$ cat config.mk
export PLATFORM = sky130hd
export DESIGN_NAME = thl_ctrl
export DESIGN_NICKNAME = d
export VERILOG_FILES = /design/src/hw/rtl/thl_pkg.sv /design/src/hw/rtl/thl_ctrl.sv
export SDC_FILE = /design/constraint.sdc
export NUM_CORES = 1
export LEC_CHECK = 0
export BUFFER_PORTS_ARGS = -buffer_cell sky130_fd_sc_hd__buf_2
export CORE_MARGIN = 2
export CORE_UTILIZATION = 38
export DETAILED_ROUTE_END_ITERATION = 7
export PLACE_DENSITY_LB_ADDON = 0.25
export SYNTH_ARGS = -nofsm -noshare
export SYNTH_HDL_FRONTEND = slang
export SYNTH_SLANG_ARGS = --single-unit
$ cat constraint.sdc
create_clock -name clk -period 1.5 [get_ports clk]
set_input_delay 0.15 -clock clk [delete_from_list [all_inputs] [get_ports clk]]
set_output_delay 0.15 -clock clk [all_outputs]
set_load 0.02 [all_outputs]
$ cat src/hw/rtl/thl_pkg.sv
// ----------------------------------------------------------------------------
// thl_pkg: shared types and constants for the tile height lookup unit
// Opcodes, register indexes, field widths and controller-datapath bundles.
// ----------------------------------------------------------------------------
package thl_pkg;

  localparam int MAP_CELLS_DEF    = 4096;
  localparam int TILE_ENTRIES_DEF = 64;
  localparam int FRAC_BITS_DEF    = 4;

  localparam int POS_W  = 20;
  localparam int HGT_W  = 16;
  localparam int KIND_W = 8;
  localparam int SLOT_W = 12;
  localparam int SIZE_W = 8;
  localparam int CNT_W  = 13;
  localparam int ENT_W  = 7;
  localparam int QUO_W  = 20;

  localparam logic [1:0] OP_MAP_WR  = 2'd0;
  localparam logic [1:0] OP_TILE_WR = 2'd1;
  localparam logic [1:0] OP_QUERY   = 2'd2;

  localparam logic [2:0] REG_TILE_WIDTH  = 3'd0;
  localparam logic [2:0] REG_TILE_HEIGHT = 3'd1;
  localparam logic [2:0] REG_MAP_COLUMNS = 3'd2;
  localparam logic [2:0] REG_MAP_CELLS   = 3'd3;
  localparam logic [2:0] REG_TILE_COUNT  = 3'd4;

  typedef struct packed {
    logic load;      // capture item, start both divisions
    logic div_step;  // one restoring-division step on both axes
    logic idx_calc;  // form cell index
    logic map_rd;    // issue map read
    logic scan_start;
    logic scan_step; // read next table entry
    logic hit_save;  // keep height of matching entry
    logic res_load;  // latch result
    logic res_ok;
  } thl_cmd_t;

  typedef struct packed {
    logic pre_fail;   // empty, negative or zero tile size
    logic idx_fail;   // index out of range
    logic kind_zero;
    logic hit;        // table entry matches
    logic scan_last;  // entry just compared was the last in use
  } thl_sts_t;

endpackage

$ cat src/hw/rtl/thl_ctrl.sv
// ----------------------------------------------------------------------------
// thl_ctrl: query sequencer
// Steps divide, index, map read and table scan; owns the output handshake.
// ----------------------------------------------------------------------------
module thl_ctrl
  import thl_pkg::*;
(
  input  logic     clk,
  input  logic     rst_n,
  input  logic     in_xfer,
  input  logic     is_query,
  input  thl_sts_t sts,
  output thl_cmd_t cmd_out,
  output logic     busy,
  output logic     out_tvalid,
  input  logic     out_tready
);
  localparam logic [2:0] ST_IDLE = 3'd0;
  localparam logic [2:0] ST_DIV  = 3'd1;
  localparam logic [2:0] ST_IDX  = 3'd2;
  localparam logic [2:0] ST_MAP  = 3'd3;
  localparam logic [2:0] ST_KIND = 3'd4;
  localparam logic [2:0] ST_SCAN = 3'd5;
  localparam logic [2:0] ST_OUT  = 3'd6;

  logic [2:0] state_r, state_nxt;
  logic [4:0] cnt_r, cnt_nxt;
  logic       pend_r, pend_nxt;
  thl_cmd_t   cmd;

  always_comb begin
    state_nxt = state_r;
    cnt_nxt   = cnt_r;
    pend_nxt  = pend_r;
    cmd       = '0;
    if (out_tvalid && out_tready) pend_nxt = 1'b0;
    case (state_r)
      ST_IDLE: begin
        if (in_xfer && is_query) begin
          cmd.load = 1'b1; cnt_nxt = '0; state_nxt = ST_DIV;
        end
      end
      ST_DIV: begin
        cmd.div_step = 1'b1;
        cnt_nxt = cnt_r + 5'd1;
        if (cnt_r == 5'(QUO_W - 1)) state_nxt = ST_IDX;
      end
      ST_IDX: begin
        cmd.idx_calc = 1'b1; state_nxt = ST_MAP;
      end
      ST_MAP: begin
        if (sts.pre_fail || sts.idx_fail) begin
          state_nxt = ST_OUT;
        end else begin
          cmd.map_rd = 1'b1; state_nxt = ST_KIND;
        end
      end
      ST_KIND: begin
        if (sts.kind_zero) begin
          state_nxt = ST_OUT;
        end else begin
          cmd.scan_start = 1'b1; state_nxt = ST_SCAN;
        end
      end
      ST_SCAN: begin
        if (sts.hit) begin
          state_nxt = ST_OUT; cmd.res_ok = 1'b1; cmd.hit_save = 1'b1;
        end else if (sts.scan_last) begin
          state_nxt = ST_OUT;
        end else begin
          cmd.scan_step = 1'b1;
        end
      end
      ST_OUT: begin
        if (!pend_r || (out_tvalid && out_tready)) begin
          state_nxt = ST_IDLE; pend_nxt = 1'b1;
        end
      end
      default: state_nxt = ST_IDLE;
    endcase
    if (state_r == ST_SCAN && (sts.hit || sts.scan_last)) cmd.res_load = 1'b0;
  end

  // result register loads when leaving OUT; ok flag carried from scan
  logic ok_r;
  thl_cmd_t cmd_q;
  always_comb begin
    cmd_q = cmd;
    if (state_r == ST_OUT && state_nxt == ST_IDLE) begin
      cmd_q.res_load = 1'b1; cmd_q.res_ok = ok_r;
    end
  end

  always_ff @(posedge clk) begin
    if (!rst_n) begin
      state_r <= ST_IDLE; cnt_r <= '0; pend_r <= 1'b0; ok_r <= 1'b0;
    end else begin
      state_r <= state_nxt; cnt_r <= cnt_nxt; pend_r <= pend_nxt;
      if (cmd.load) ok_r <= 1'b0;
      else if (cmd.res_ok) ok_r <= 1'b1;
    end
  end

  assign out_tvalid = pend_r;
  assign busy       = (state_r != ST_IDLE);

  // result register fed through cmd_q; res_ok inside scan is only a flag
  assign cmd_out = cmd_q;

  property p_no_load_busy;
    @(posedge clk) disable iff (!rst_n) busy |-> !cmd_out.load;
  endproperty
  a_no_load_busy: assert property (p_no_load_busy) else $error("load while busy");

  a_div_len: assert property (@(posedge clk) disable iff (!rst_n)
    (state_r == ST_IDX) |-> $past(state_r) == ST_DIV) else $error("divide skipped");

  a_pend_hold: assert property (@(posedge clk) disable iff (!rst_n)
    (pend_r && !out_tready) |=> pend_r) else $error("result dropped");

  a_one_cmd: assert property (@(posedge clk) disable iff (!rst_n)
    $onehot0({cmd.load, cmd.div_step, cmd.idx_calc, cmd.map_rd, cmd.scan_start}))
    else $error("command overlap");
endmodule

==> results of run 1 <==
## worst max path at each step
stage	cells past startpoint	end
after floorplan	4	ok_r$_SDFFE_PP0P_
after global placement	4	cmd_out[0]
after detailed placement	4	state_r[0]$_SDFF_PN0_
after CTS	3	cmd_out[3]
after global routing	5	cmd_out[0]
final	5	cmd_out[0]
## metrics by stage
step	setup TNS, ns	power (mW)	utilization (%)	instances
CTS	-0.0190	0.616	54.3	114
floorplan	0	0.331	-	71
finish	0	0.618	57.1	114
detailed placement	0	0.367	49.8	109
global placement	0	0.366	49.8	109
global route	-0.0447	0.648	57.1	114
## cells by family after synthesis
kind of cell / count (synthesis) / synth area share [%]
fa+ha+maj: 1 / 2.08
flops: 10 / 33.3
compound gates: 21 / 25.4
buf+inv: 6 / 5.62
simple gates: 33 / 33.5
## power groups by stage
stage	sequential, mW	combinational, mW	clock [mW]
floorplan	0.281	0.0509	0
global placement	0.281	0.0848	0
detailed placement	0.281	0.0861	0
CTS	0.273	0.0913	0.252
global route	0.273	0.111	0.265
finish	0.272	0.0999	0.246
## metal layers
layer	global-route usage (%)	vias to the layer above	routed length [um]
met1	23.6	323	723
met4	10.9	0	41
met3	3.75	4	69
li1	-	331	-
met5	0	-	0
met2	26.8	15	793
## sequential cells by signal, summed over array words and instances (netlist names)
name        flops
cnt_r           5
ok_r            1
out_tvalid      1
state_r         3
## cell type report
cell class / count / area, um2
inverter: 2 / 7.51
tap: 16 / 20.0
timing repair buffer: 27 / 169
multi-input combinational: 55 / 405
sequential: 10 / 211
clock buffer: 4 / 36.3
fill: 134 / 639
## Yosys cell counts, types with 2 or more instances
cell type | n | area (um2)
sky130_fd_sc_hd__o21ai_0 | 2 | 10.0
sky130_fd_sc_hd__nand2_1 | 5 | 18.8
sky130_fd_sc_hd__nor2_1 | 4 | 15.0
sky130_fd_sc_hd__dfxtp_1 | 10 | 200
sky130_fd_sc_hd__and3_1 | 3 | 18.8
sky130_fd_sc_hd__nor3_1 | 5 | 25.0
sky130_fd_sc_hd__nor2b_1 | 3 | 18.8
sky130_fd_sc_hd__nand3_1 | 3 | 15.0
sky130_fd_sc_hd__a211oi_1 | 2 | 15.0
sky130_fd_sc_hd__a21oi_1 | 6 | 30.0
sky130_fd_sc_hd__buf_2 | 3 | 15.0
sky130_fd_sc_hd__a41oi_1 | 2 | 17.5
sky130_fd_sc_hd__nand2b_1 | 3 | 18.8
sky130_fd_sc_hd__a311oi_1 | 3 | 26.3
## repair_timing
action,CTS,global route
hold buffers,0,0
pin swaps,1,3
endpoints found under the setup margin,7,9
resized for setup,8,10
setup buffers,1,0
## worst register-to-register path: stages (launching register included)
cell and delay [ns]:
sky130_fd_sc_hd__dfxtp_1 0.33, sky130_fd_sc_hd__ha_1 0.16, sky130_fd_sc_hd__nor4bb_1 0.36, sky130_fd_sc_hd__o32ai_1 0.13, sky130_fd_sc_hd__o41a_1 0.31
==> flow_summary.html, run 1 <==
<table>
<tr><th>Metric</th><th>Value</th></tr>
<tr><th colspan="2">Status</th></tr>
<tr><td>Run status</td><td>finished clean</td></tr>
<tr><th colspan="2">Critical path</th></tr>
<tr><td>Critical Path AT</td><td>1.31 ns</td></tr>
<tr><td>Crit Path Max Fanout</td><td>8</td></tr>
<tr><td>Startpoint-to-endpoint class of the critical path</td><td>reg -&gt; out</td></tr>
<tr><td>Critical path's largest stage delay</td><td>0.37 ns</td></tr>
<tr><td>CP startpoint</td><td>state_r[0]$_SDFF_PN0_</td></tr>
<tr><td>Kind of end point of the critical path</td><td>output port</td></tr>
<tr><td>Critical path required time</td><td>1.35 ns</td></tr>
<tr><td>Register-to-register setup slack</td><td>0.10 ns</td></tr>
<tr><td>Number of buffer and inverter stages on the critical path</td><td>2</td></tr>
<tr><td>Critical-path cell list</td><td>buf_8 &gt; nor2b_4 &gt; a32oi_2 &gt; nor2b_1 &gt; buf_4</td></tr>
<tr><td>Top Family by Delay on Critical Path</td><td>flip-flops</td></tr>
<tr><td>Startpoint type of the worst setup path</td><td>register</td></tr>
<tr><td>Register-to-Register Path Depth</td><td>4</td></tr>
<tr><td>Critical R2R Capture</td><td>state_r[0]$_SDFF_PN0_</td></tr>
<tr><td>Worst r2r src</td><td>cnt_r[0]$_SDFFE_PN0P_</td></tr>
<tr><td>Slowest stage cell, crit path</td><td>sky130_fd_sc_hd__dfxtp_4</td></tr>
<tr><th colspan="2">Yosys</th></tr>
<tr><td>Netlist cell types</td><td>31</td></tr>
<tr><td>#FFs+latches synth</td><td>10</td></tr>
<tr><td>Synthesized area divided by synthesized cell count</td><td>8.46 um2</td></tr>
<tr><td>Number of nets in the synthesized netlist</td><td>82</td></tr>
<tr><td>Top flip-flop cell by instance count after synthesis</td><td>sky130_fd_sc_hd__dfxtp_1</td></tr>
<tr><td>Syn Std Cell Area</td><td>601 um2</td></tr>
<tr><td>Synthesized netlist cell count</td><td>71</td></tr>
<tr><td>Post-synthesis sequential area ratio</td><td>33.3%</td></tr>
<tr><td>Number of synthesized flops with an enable pin</td><td>0</td></tr>
<tr><td>Yosys warning count</td><td>0</td></tr>
<tr><td>Proportion of synthesized flip-flops having asynchronous set or reset</td><td>0%</td></tr>
<tr><th colspan="2">Finish</th></tr>
<tr><td>Antenna Cells</td><td>0</td></tr>
<tr><td>Net total in the final layout</td><td>110</td></tr>
<tr><td>Commonest cells after routing, fill and taps aside</td><td>sky130_fd_sc_hd__buf_2, sky130_fd_sc_hd__dfxtp_1, sky130_fd_sc_hd__buf_4</td></tr>
<tr><td>Most common library cell in the layout ignoring fill and taps</td><td>sky130_fd_sc_hd__buf_2</td></tr>
<tr><td>Final instance area</td><td>850 um2</td></tr>
<tr><td>Syn-to-layout area delta</td><td>41.5%</td></tr>
<tr><td>Fraction of layout instances using a drive strength above 1</td><td>41.8%</td></tr>
<tr><th colspan="2">Power</th></tr>
<tr><td>Fraction of power consumed by sequential logic</td><td>44.1%</td></tr>
<tr><td>Areal power density over the cells</td><td>727 nW/um2</td></tr>
<tr><td>Sw power</td><td>0.159 mW</td></tr>
<tr><td>Sw Share</td><td>25.7%</td></tr>
<tr><td>Internal Dissipation</td><td>0.459 mW</td></tr>
<tr><td>Leakage Power</td><td>0.339 nW</td></tr>
<tr><td>Proportion of power drawn by the clock network</td><td>39.8%</td></tr>
<tr><td>IR drop worst, VDD</td><td>0.000517 V</td></tr>
<tr><td>Combinational Power Share</td><td>16.2%</td></tr>
<tr><th colspan="2">Timing</th></tr>
<tr><td>Post-layout worst setup margin</td><td>0.0402 ns</td></tr>
<tr><td>Total of endpoints with negative setup slack in the final report</td><td>0</td></tr>
<tr><td>Worst-case clock skew</td><td>0.00813 ns</td></tr>
<tr><td>Worst-case hold slack</td><td>0.130 ns</td></tr>
<tr><td>Post-route fraction of the period consumed by the critical path</td><td>97.3%</td></tr>
<tr><td>Tightest slew margin relative to the limit</td><td>66.5%</td></tr>
<tr><td>Pin slew with the least headroom to its limit</td><td>0.499 ns</td></tr>
<tr><td>Achievable clock frequency</td><td>685 MHz</td></tr>
<tr><td>Crit path time final</td><td>1.46 ns</td></tr>
<tr><td>Number of hold violations in the final report</td><td>0</td></tr>
<tr><td>Slew Viols, Final</td><td>0</td></tr>
<tr><th colspan="2">Clocking</th></tr>
<tr><td>Buffer levels on the longest clock path</td><td>2</td></tr>
<tr><td>CTS Buf Count</td><td>3</td></tr>
<tr><td>Buffer cell driving the clock tree root</td><td>sky130_fd_sc_hd__clkbuf_4</td></tr>
<tr><td>Htree depth</td><td>1</td></tr>
<tr><td>Clk pin slew, worst setup/hold paths</td><td>0.08 ns</td></tr>
<tr><td>CTS tree</td><td>yes</td></tr>
<tr><td>Worst-skew pair later-pin latency</td><td>0.26 ns</td></tr>
<tr><td>Num Clock Sinks</td><td>10</td></tr>
<tr><th colspan="2">Placement</th></tr>
<tr><td>Weighted congestion reported at the end of routability-driven placement</td><td>0.773</td></tr>
<tr><td>Post-placement setup slack</td><td>0.0981 ns</td></tr>
<tr><td>Detail Placement HPWL</td><td>1.09 mm</td></tr>
<tr><td>Port Buffer Count</td><td>20</td></tr>
<tr><td>Dpl cell area</td><td>742 um2</td></tr>
<tr><th colspan="2">Drt</th></tr>
<tr><td>Number of optimization iterations in the first detailed-route pass</td><td>4</td></tr>
<tr><td>Final routed wirelength across all metal layers</td><td>1.63 mm</td></tr>
<tr><td>Overall via count from detail_route</td><td>673</td></tr>
<tr><td>Residual DRC count</td><td>0</td></tr>
<tr><td>Antenna Violating Nets Remaining</td><td>0</td></tr>
<tr><td>Final routed wire length divided by cell count</td><td>14.3 um</td></tr>
<tr><td>Detailed Route Iter0 Violations</td><td>14</td></tr>
<tr><td>Via-to-Cell Ratio</td><td>5.90</td></tr>
<tr><th colspan="2">GRT</th></tr>
<tr><td>Global-route wire length before repair</td><td>2.48 mm</td></tr>
<tr><td>Number of global-route vias before repair</td><td>587</td></tr>
<tr><td>Largest net degree at the start of global routing</td><td>11</td></tr>
<tr><td>Initial antenna violation count</td><td>0</td></tr>
<tr><td>Global route total overflow</td><td>0</td></tr>
<tr><td>GR Util All Layers</td><td>17.9%</td></tr>
<tr><th colspan="2">Die</th></tr>
<tr><td>Floorplan die area</td><td>1910 um2</td></tr>
<tr><td>Cell Rows</td><td>14</td></tr>
<tr><td>Core area</td><td>1490 um2</td></tr>
<tr><td>Initial core utilization</td><td>40.3%</td></tr>
<tr><td>Ports</td><td>21</td></tr>
<tr><td>Horiz. Die Dim</td><td>43.8 um</td></tr>
<tr><td>Y dimension of the die</td><td>43.8 um</td></tr>
<tr><th colspan="2">Hold path</th></tr>
<tr><td>Min-Delay Startpoint</td><td>rst_n</td></tr>
<tr><td>Endpoint of the worst hold path</td><td>state_r[0]$_SDFF_PN0_</td></tr>
<tr><td>Depth of the worst hold-timing path</td><td>2</td></tr>
<tr><td>Class of the tightest hold or removal check</td><td>in -&gt; reg</td></tr>
<tr><th colspan="2">Run</th></tr>
<tr><td>Reported max-cap violation count</td><td>0</td></tr>
</table>
Note: power is estimated with default switching activity, not from simulation.
==> run 2, diff against run 1 <==
REMOVE_ABC_BUFFERS = 1   (was not set)
==> flow_summary.html, run 2 (same netlist as run 1, synthesis figures left out) <==
<table>
<tr><th>Metric</th><th>Value</th></tr>
<tr><th colspan="2">Drt</th></tr>
<tr><td>Via-to-Cell Ratio</td><td>5.90 (unchanged)</td></tr>
<tr><td>Final routed wirelength across all metal layers</td><td>1.50 mm (-7.9%)</td></tr>
<tr><td>Antenna Violating Nets Remaining</td><td>0 (unchanged)</td></tr>
<tr><td>Residual DRC count</td><td>0 (unchanged)</td></tr>
<tr><td>Number of optimization iterations in the first detailed-route pass</td><td>4 (unchanged)</td></tr>
<tr><td>Detailed Route Iter0 Violations</td><td>19 (+5)</td></tr>
<tr><td>Overall via count from detail_route</td><td>673 (unchanged)</td></tr>
<tr><td>Final routed wire length divided by cell count</td><td>13.1 um (-7.9%)</td></tr>
<tr><th colspan="2">Critical path</th></tr>
<tr><td>Critical path required time</td><td>1.35 ns (about the same)</td></tr>
<tr><td>Startpoint type of the worst setup path</td><td>register</td></tr>
<tr><td>Startpoint-to-endpoint class of the critical path</td><td>reg -&gt; out</td></tr>
<tr><td>Crit Path Max Fanout</td><td>10 (+2)</td></tr>
<tr><td>Critical Path AT</td><td>1.30 ns (about the same)</td></tr>
<tr><td>Kind of end point of the critical path</td><td>output port</td></tr>
<tr><th colspan="2">Finish</th></tr>
<tr><td>Area of all sequential standard cells</td><td>209 um2 (-1.2%)</td></tr>
<tr><td>Number of cells in the finished layout apart from fillers</td><td>114 (unchanged)</td></tr>
<tr><td>Total area of multi-input combinational cells</td><td>393 um2 (-3.1%)</td></tr>
<tr><td>Fill cell count</td><td>144 (+7.5%)</td></tr>
<tr><td>Final instance area</td><td>825 um2 (-2.9%)</td></tr>
<tr><td>Most common library cell in the layout ignoring fill and taps</td><td>sky130_fd_sc_hd__buf_2</td></tr>
<tr><td>Top reg by flops</td><td>cnt_r</td></tr>
<tr><td>Top Registers</td><td>cnt_r: 5 flops, state_r: 3 flops</td></tr>
<tr><td>Flip-flop count of the largest register, all copies and words added</td><td>5 (unchanged)</td></tr>
<tr><td>Share of the core filled with cells in the final layout</td><td>55.4% (-1.7 points)</td></tr>
<tr><td>Net total in the final layout</td><td>111 (+0.91%)</td></tr>
<tr><td>Syn-to-layout area delta</td><td>37.3%</td></tr>
<tr><td>Antenna Cells</td><td>0 (unchanged)</td></tr>
<tr><td>Commonest cells after routing, fill and taps aside</td><td>sky130_fd_sc_hd__buf_2, sky130_fd_sc_hd__buf_4, sky130_fd_sc_hd__dfxtp_1</td></tr>
<tr><td>Fraction of layout instances using a drive strength above 1</td><td>40.8% (-1.0 points)</td></tr>
<tr><th colspan="2">Power</th></tr>
<tr><td>Areal power density over the cells</td><td>675 nW/um2 (-7.1%)</td></tr>
<tr><td>Leakage Power</td><td>0.335 nW (-1.2%)</td></tr>
<tr><td>Overall power</td><td>0.557 mW (-9.8%)</td></tr>
<tr><td>IR drop worst, VDD</td><td>0.000392 V (-24%)</td></tr>
<tr><th colspan="2">Die</th></tr>
<tr><td>Horiz. Die Dim</td><td>43.8 um (unchanged)</td></tr>
<tr><td>Cell Rows</td><td>14 (unchanged)</td></tr>
<tr><td>Core area</td><td>1490 um2 (unchanged)</td></tr>
<tr><td>Floorplan die area</td><td>1910 um2 (unchanged)</td></tr>
<tr><td>Y dimension of the die</td><td>43.8 um (unchanged)</td></tr>
<tr><td>Initial core utilization</td><td>40.3% (unchanged)</td></tr>
<tr><td>Ports</td><td>21 (unchanged)</td></tr>
<tr><th colspan="2">GRT</th></tr>
<tr><td>Number of global-route vias before repair</td><td>582 (-0.85%)</td></tr>
<tr><td>Global route total overflow</td><td>0 (unchanged)</td></tr>
<tr><td>Global-route wire length before repair</td><td>2.52 mm (+1.7%)</td></tr>
<tr><td>Largest net degree at the start of global routing</td><td>14 (+3)</td></tr>
<tr><td>GR Util All Layers</td><td>18.1% (+0.21 points)</td></tr>
<tr><td>Initial antenna violation count</td><td>0 (unchanged)</td></tr>
<tr><th colspan="2">Timing</th></tr>
<tr><td>Slew Viols, Final</td><td>0 (unchanged)</td></tr>
<tr><td>Tightest slew margin relative to the limit</td><td>65.0% (-1.5 points)</td></tr>
<tr><td>Post-layout worst setup margin</td><td>0.0536 ns (+0.0133 ns)</td></tr>
<tr><td>Achievable clock frequency</td><td>691 MHz (+0.92%)</td></tr>
<tr><td>Total of endpoints with negative setup slack in the final report</td><td>0 (unchanged)</td></tr>
<tr><td>Number of hold violations in the final report</td><td>0 (unchanged)</td></tr>
<tr><td>Pin slew with the least headroom to its limit</td><td>0.521 ns (+0.0224 ns)</td></tr>
<tr><td>Worst-case hold slack</td><td>0.127 ns (-0.00223 ns)</td></tr>
<tr><td>Worst-case clock skew</td><td>0.00408 ns (-0.00405 ns)</td></tr>
<tr><td>Crit path time final</td><td>1.45 ns (-0.0133 ns)</td></tr>
<tr><td>Final sum of negative setup slack</td><td>0 ns (unchanged)</td></tr>
<tr><td>Post-route fraction of the period consumed by the critical path</td><td>96.4% (-0.89 points)</td></tr>
<tr><td>RSZ-0062 raised after global routing</td><td>yes</td></tr>
<tr><th colspan="2">Clocking</th></tr>
<tr><td>Num Clock Sinks</td><td>10 (unchanged)</td></tr>
<tr><td>CTS Buf Count</td><td>3 (unchanged)</td></tr>
<tr><td>Worst-skew pair later-pin latency</td><td>0.27 ns (about the same)</td></tr>
<tr><td>Buffer cell driving the clock tree root</td><td>sky130_fd_sc_hd__clkbuf_4</td></tr>
<tr><td>Buffer levels on the longest clock path</td><td>2 (unchanged)</td></tr>
<tr><td>Htree depth</td><td>1 (unchanged)</td></tr>
<tr><td>Clk pin slew, worst setup/hold paths</td><td>0.06 ns (-0.02 ns)</td></tr>
<tr><td>Hold Buf Count CTS</td><td>0 (unchanged)</td></tr>
<tr><td>CTS tree</td><td>yes</td></tr>
<tr><th colspan="2">Placement</th></tr>
<tr><td>Dpl cell area</td><td>732 um2 (-1.3%)</td></tr>
<tr><td>Port Buffer Count</td><td>20 (unchanged)</td></tr>
<tr><td>Weighted congestion reported at the end of routability-driven placement</td><td>0.746 (-3.5%)</td></tr>
<tr><td>Placed Cells</td><td>108 (-0.92%)</td></tr>
<tr><td>Detail Placement HPWL</td><td>1.04 mm (-4.2%)</td></tr>
<tr><td>Post-placement setup slack</td><td>0.0572 ns (-0.0409 ns)</td></tr>
<tr><th colspan="2">Hold path</th></tr>
<tr><td>Class of the tightest hold or removal check</td><td>in -&gt; reg</td></tr>
<tr><th colspan="2">Run</th></tr>
<tr><td>Reported max-cap violation count</td><td>0 (unchanged)</td></tr>
<tr><th colspan="2">Status</th></tr>
<tr><td>Run status</td><td>finished clean</td></tr>
</table>
run 2: path summary, 6_finish.rpt:
path / from / to / slack [ns] / depth (start not counted)
min reg2reg: cnt_r[4]$_SDFFE_PN0P_ / cnt_r[4]$_SDFFE_PN0P_ / 0.49 / 1
max reg2reg: cnt_r[1]$_SDFFE_PN0P_ / state_r[0]$_SDFF_PN0_ / 0.13 / 4
max: state_r[1]$_SDFF_PN0_ / cmd_out[8] / 0.05 / 3
min: rst_n / state_r[0]$_SDFF_PN0_ / 0.13 / 2
run 2: repair_timing:
action	4_1_cts	5_1_grt
pin swaps	0	3
endpoints found under the setup margin	8	8
buffers inserted	0	3
resized for setup	7	8
run 2: power by group:
part / internal [mW] / switching [mW] / leakage [nW]
Combinational: 0.0464 / 0.0545 / 0.239
Clock: 0.0927 / 0.0906 / 0.0138
Sequential: 0.267 / 0.00509 / 0.0829
Total: 0.407 / 0.150 / 0.335
run 2: cell type report:
cell class	count	area share (%)
multi-input cells	55	47.6
flip-flops and latches	10	25.3
repair buffers	28	20.9
clock buffers	3	2.73
well taps	16	2.43
inverters	2	0.910
run 2: metal layers:
metal	vias up	share of wire [%]	wire, um	global-route usage [%]
met4	0	2.0	30	9.09
met5	-	0	0	0
met1	324	46	684	23.1
met2	12	48	717	26.2
met3	5	4.4	66	7.50
li1	332	-	-	-
run 2: critical path, stage by stage (launching register included):
cell,delay [ns]
sky130_fd_sc_hd__dfxtp_4,0.38
sky130_fd_sc_hd__or3_4,0.42
sky130_fd_sc_hd__nor2_4,0.11
sky130_fd_sc_hd__buf_6,0.12
==> run 3, diff against run 2 <==
RECOVER_POWER = 100   (was not set)
==> flow_summary.html, run 3 (same netlist as run 1, synthesis figures left out) <==
<table>
<tr><th>Metric</th><th>Value</th></tr>
<tr><th colspan="2">Die</th></tr>
<tr><td>Floorplan die area</td><td>1910 um2 (unchanged)</td></tr>
<tr><td>Horiz. Die Dim</td><td>43.8 um (unchanged)</td></tr>
<tr><td>Ports</td><td>21 (unchanged)</td></tr>
<tr><td>Core area</td><td>1490 um2 (unchanged)</td></tr>
<tr><td>Cell Rows</td><td>14 (unchanged)</td></tr>
<tr><td>Y dimension of the die</td><td>43.8 um (unchanged)</td></tr>
<tr><td>Initial core utilization</td><td>40.3% (unchanged)</td></tr>
<tr><th colspan="2">Clocking</th></tr>
<tr><td>CTS tree</td><td>yes</td></tr>
<tr><td>CTS Buf Count</td><td>3 (unchanged)</td></tr>
<tr><td>Worst-skew pair later-pin latency</td><td>0.26 ns (about the same)</td></tr>
<tr><td>Clk pin slew, worst setup/hold paths</td><td>0.06 ns (about the same)</td></tr>
<tr><td>Htree depth</td><td>1 (unchanged)</td></tr>
<tr><td>Hold Buf Count CTS</td><td>0 (unchanged)</td></tr>
<tr><td>Buffer levels on the longest clock path</td><td>2 (unchanged)</td></tr>
<tr><td>Buffer cell driving the clock tree root</td><td>sky130_fd_sc_hd__clkbuf_4</td></tr>
<tr><td>Num Clock Sinks</td><td>10 (unchanged)</td></tr>
<tr><th colspan="2">Drt</th></tr>
<tr><td>Overall via count from detail_route</td><td>672 (-0.15%)</td></tr>
<tr><td>Residual DRC count</td><td>0 (unchanged)</td></tr>
<tr><td>Final routed wirelength across all metal layers</td><td>1.50 mm (-0.20%)</td></tr>
<tr><td>Detailed Route Iter0 Violations</td><td>18 (-1)</td></tr>
<tr><td>Via-to-Cell Ratio</td><td>5.89 (-0.15%)</td></tr>
<tr><td>Number of optimization iterations in the first detailed-route pass</td><td>4 (unchanged)</td></tr>
<tr><td>Antenna Violating Nets Remaining</td><td>0 (unchanged)</td></tr>
<tr><td>Final routed wire length divided by cell count</td><td>13.1 um (-0.20%)</td></tr>
<tr><th colspan="2">Timing</th></tr>
<tr><td>Total of endpoints with negative setup slack in the final report</td><td>0 (unchanged)</td></tr>
<tr><td>RSZ-0062 raised after global routing</td><td>yes</td></tr>
<tr><td>Post-layout worst setup margin</td><td>0.0559 ns (+0.00237 ns)</td></tr>
<tr><td>Worst-case clock skew</td><td>0.00314 ns (-0.000939 ns)</td></tr>
<tr><td>Crit path time final</td><td>1.44 ns (-0.00237 ns)</td></tr>
<tr><td>Tightest slew margin relative to the limit</td><td>65.4% (+0.42 points)</td></tr>
<tr><td>Pin slew with the least headroom to its limit</td><td>0.515 ns (-0.00632 ns)</td></tr>
<tr><td>Number of hold violations in the final report</td><td>0 (unchanged)</td></tr>
<tr><td>Achievable clock frequency</td><td>692 MHz (+0.16%)</td></tr>
<tr><td>Slew Viols, Final</td><td>0 (unchanged)</td></tr>
<tr><td>Post-route fraction of the period consumed by the critical path</td><td>96.3% (-0.16 points)</td></tr>
<tr><td>Final sum of negative setup slack</td><td>0 ns (unchanged)</td></tr>
<tr><th colspan="2">Finish</th></tr>
<tr><td>Top reg by flops</td><td>cnt_r</td></tr>
<tr><td>Final instance area</td><td>818 um2 (-0.76%)</td></tr>
<tr><td>Flip-flop count of the largest register, all copies and words added</td><td>5 (unchanged)</td></tr>
<tr><td>Fraction of layout instances using a drive strength above 1</td><td>37.8% (-3.1 points)</td></tr>
<tr><td>Total area of multi-input combinational cells</td><td>393 um2 (unchanged)</td></tr>
<tr><td>Syn-to-layout area delta</td><td>36.3%</td></tr>
<tr><td>Fill cell count</td><td>144 (unchanged)</td></tr>
<tr><td>Commonest cells after routing, fill and taps aside</td><td>sky130_fd_sc_hd__buf_2, sky130_fd_sc_hd__dfxtp_1, sky130_fd_sc_hd__buf_4</td></tr>
<tr><td>Antenna Cells</td><td>0 (unchanged)</td></tr>
<tr><td>Net total in the final layout</td><td>111 (unchanged)</td></tr>
<tr><td>Most common library cell in the layout ignoring fill and taps</td><td>sky130_fd_sc_hd__buf_2</td></tr>
<tr><td>Top Registers</td><td>cnt_r: 5 flops, state_r: 3 flops</td></tr>
<tr><td>Area of all sequential standard cells</td><td>209 um2 (unchanged)</td></tr>
<tr><th colspan="2">Placement</th></tr>
<tr><td>Weighted congestion reported at the end of routability-driven placement</td><td>0.746 (unchanged)</td></tr>
<tr><td>Dpl cell area</td><td>732 um2 (unchanged)</td></tr>
<tr><td>Port Buffer Count</td><td>20 (unchanged)</td></tr>
<tr><td>Post-placement setup slack</td><td>0.0572 ns (unchanged)</td></tr>
<tr><td>Detail Placement HPWL</td><td>1.04 mm (unchanged)</td></tr>
<tr><th colspan="2">Power</th></tr>
<tr><td>Proportion of power drawn by the clock network</td><td>32.9% (about the same)</td></tr>
<tr><td>IR drop worst, VDD</td><td>0.000391 V (-0.24%)</td></tr>
<tr><td>Combinational Power Share</td><td>18.1% (about the same)</td></tr>
<tr><td>Overall power</td><td>0.556 mW (-0.15%)</td></tr>
<tr><td>Sw Share</td><td>26.9% (-0.088 points)</td></tr>
<tr><td>Areal power density over the cells</td><td>679 nW/um2 (+0.62%)</td></tr>
<tr><td>Fraction of power consumed by sequential logic</td><td>49.0% (about the same)</td></tr>
<tr><td>Internal Dissipation</td><td>0.406 mW (about the same)</td></tr>
<tr><td>Sw power</td><td>0.150 mW (-0.47%)</td></tr>
<tr><td>Leakage Power</td><td>0.319 nW (-4.8%)</td></tr>
<tr><th colspan="2">Critical path</th></tr>
<tr><td>Slowest stage cell, crit path</td><td>sky130_fd_sc_hd__or3_4</td></tr>
<tr><td>Crit Path Max Fanout</td><td>10 (unchanged)</td></tr>
<tr><td>Register-to-register setup slack</td><td>0.12 ns (about the same)</td></tr>
<tr><td>Critical Path AT</td><td>1.29 ns (about the same)</td></tr>
<tr><td>Kind of end point of the critical path</td><td>output port</td></tr>
<tr><td>Critical-path cell list</td><td>or3_4 &gt; nor2_4 &gt; buf_6</td></tr>
<tr><td>Startpoint-to-endpoint class of the critical path</td><td>reg -&gt; out</td></tr>
<tr><td>Critical path required time</td><td>1.35 ns (about the same)</td></tr>
<tr><td>Critical path's largest stage delay</td><td>0.42 ns (about the same)</td></tr>
<tr><td>Startpoint type of the worst setup path</td><td>register</td></tr>
<tr><th colspan="2">GRT</th></tr>
<tr><td>Global route total overflow</td><td>0 (unchanged)</td></tr>
<tr><td>GR Util All Layers</td><td>18.1% (unchanged)</td></tr>
<tr><td>Initial antenna violation count</td><td>0 (unchanged)</td></tr>
<tr><td>Global-route wire length before repair</td><td>2.52 mm (unchanged)</td></tr>
<tr><td>Largest net degree at the start of global routing</td><td>14 (unchanged)</td></tr>
<tr><td>Number of global-route vias before repair</td><td>582 (unchanged)</td></tr>
<tr><th colspan="2">Status</th></tr>
<tr><td>Run status</td><td>finished clean</td></tr>
<tr><th colspan="2">Run</th></tr>
<tr><td>Reported max-cap violation count</td><td>0 (unchanged)</td></tr>
<tr><th colspan="2">Hold path</th></tr>
<tr><td>Class of the tightest hold or removal check</td><td>in -&gt; reg</td></tr>
</table>
## run 3: through the flow
| step | hold WS, ns | utilization [%] | cells |
|---|---|---|---|
| 5_1_grt | 0.119 | 55.0 | 114 |
| 4_1_cts | 0.124 | 51.8 | 111 |
| 3_5_place_dp | 0.407 | 49.2 | 108 |
| 6_report | 0.128 | 55.0 | 114 |
| 2_1_floorplan | 0.284 | - | 67 |
| 3_3_place_gp | 0.396 | 49.2 | 108 |
## run 3: cell type report
cell class | count | area share [%]
Inverter | 2 | 0.917
Tap cell | 16 | 2.45
Multi-Input combinational cell | 55 | 48.0
Sequential cell | 10 | 25.5
Timing Repair Buffer | 28 | 20.3
Clock buffer | 3 | 2.75
## run 3: worst paths after layout
kind	start	to	cells past startpoint
worst max-delay path	state_r[1]$_SDFF_PN0_	cmd_out[8]	3
worst min-delay path	rst_n	state_r[0]$_SDFF_PN0_	2
worst max register to register	cnt_r[1]$_SDFFE_PN0P_	state_r[0]$_SDFF_PN0_	4
worst min register to register	cnt_r[4]$_SDFFE_PN0P_	cnt_r[4]$_SDFFE_PN0P_	1
## run 3: worst max-delay path: cells and delay by family (launching register included)
kind                   cells  cell delay [ns]
AND/OR/NAND/NOR            2             0.53
flip-flops                 1             0.38
buffers and inverters      1             0.12
## run 3: routing by layer
metal	wire length [um]	vias to the layer above	track usage, %
met5	0	-	0
met3	70	5	7.50
li1	-	333	-
met2	706	14	26.2
met4	29	0	9.09
met1	688	320	23.1
## run 3: power groups by stage
stage / Clock (mW) / Combinational [mW] / Sequential, mW
6_report: 0.183 / 0.101 / 0.273
5_1_grt: 0.205 / 0.112 / 0.273
4_1_cts: 0.196 / 0.0894 / 0.273
3_5_place_dp: 0 / 0.0851 / 0.281
3_3_place_gp: 0 / 0.0844 / 0.281
2_1_floorplan: 0 / 0.0446 / 0.284
## run 3: repair_timing
item                                    4_1_cts  5_1_grt
hold endpoints to repair                      0        0
setup buffers                                 0        3
resized for setup                             7        8
pin swaps                                     0        3
cloned                                        0        0
endpoints found under the setup margin        8        8
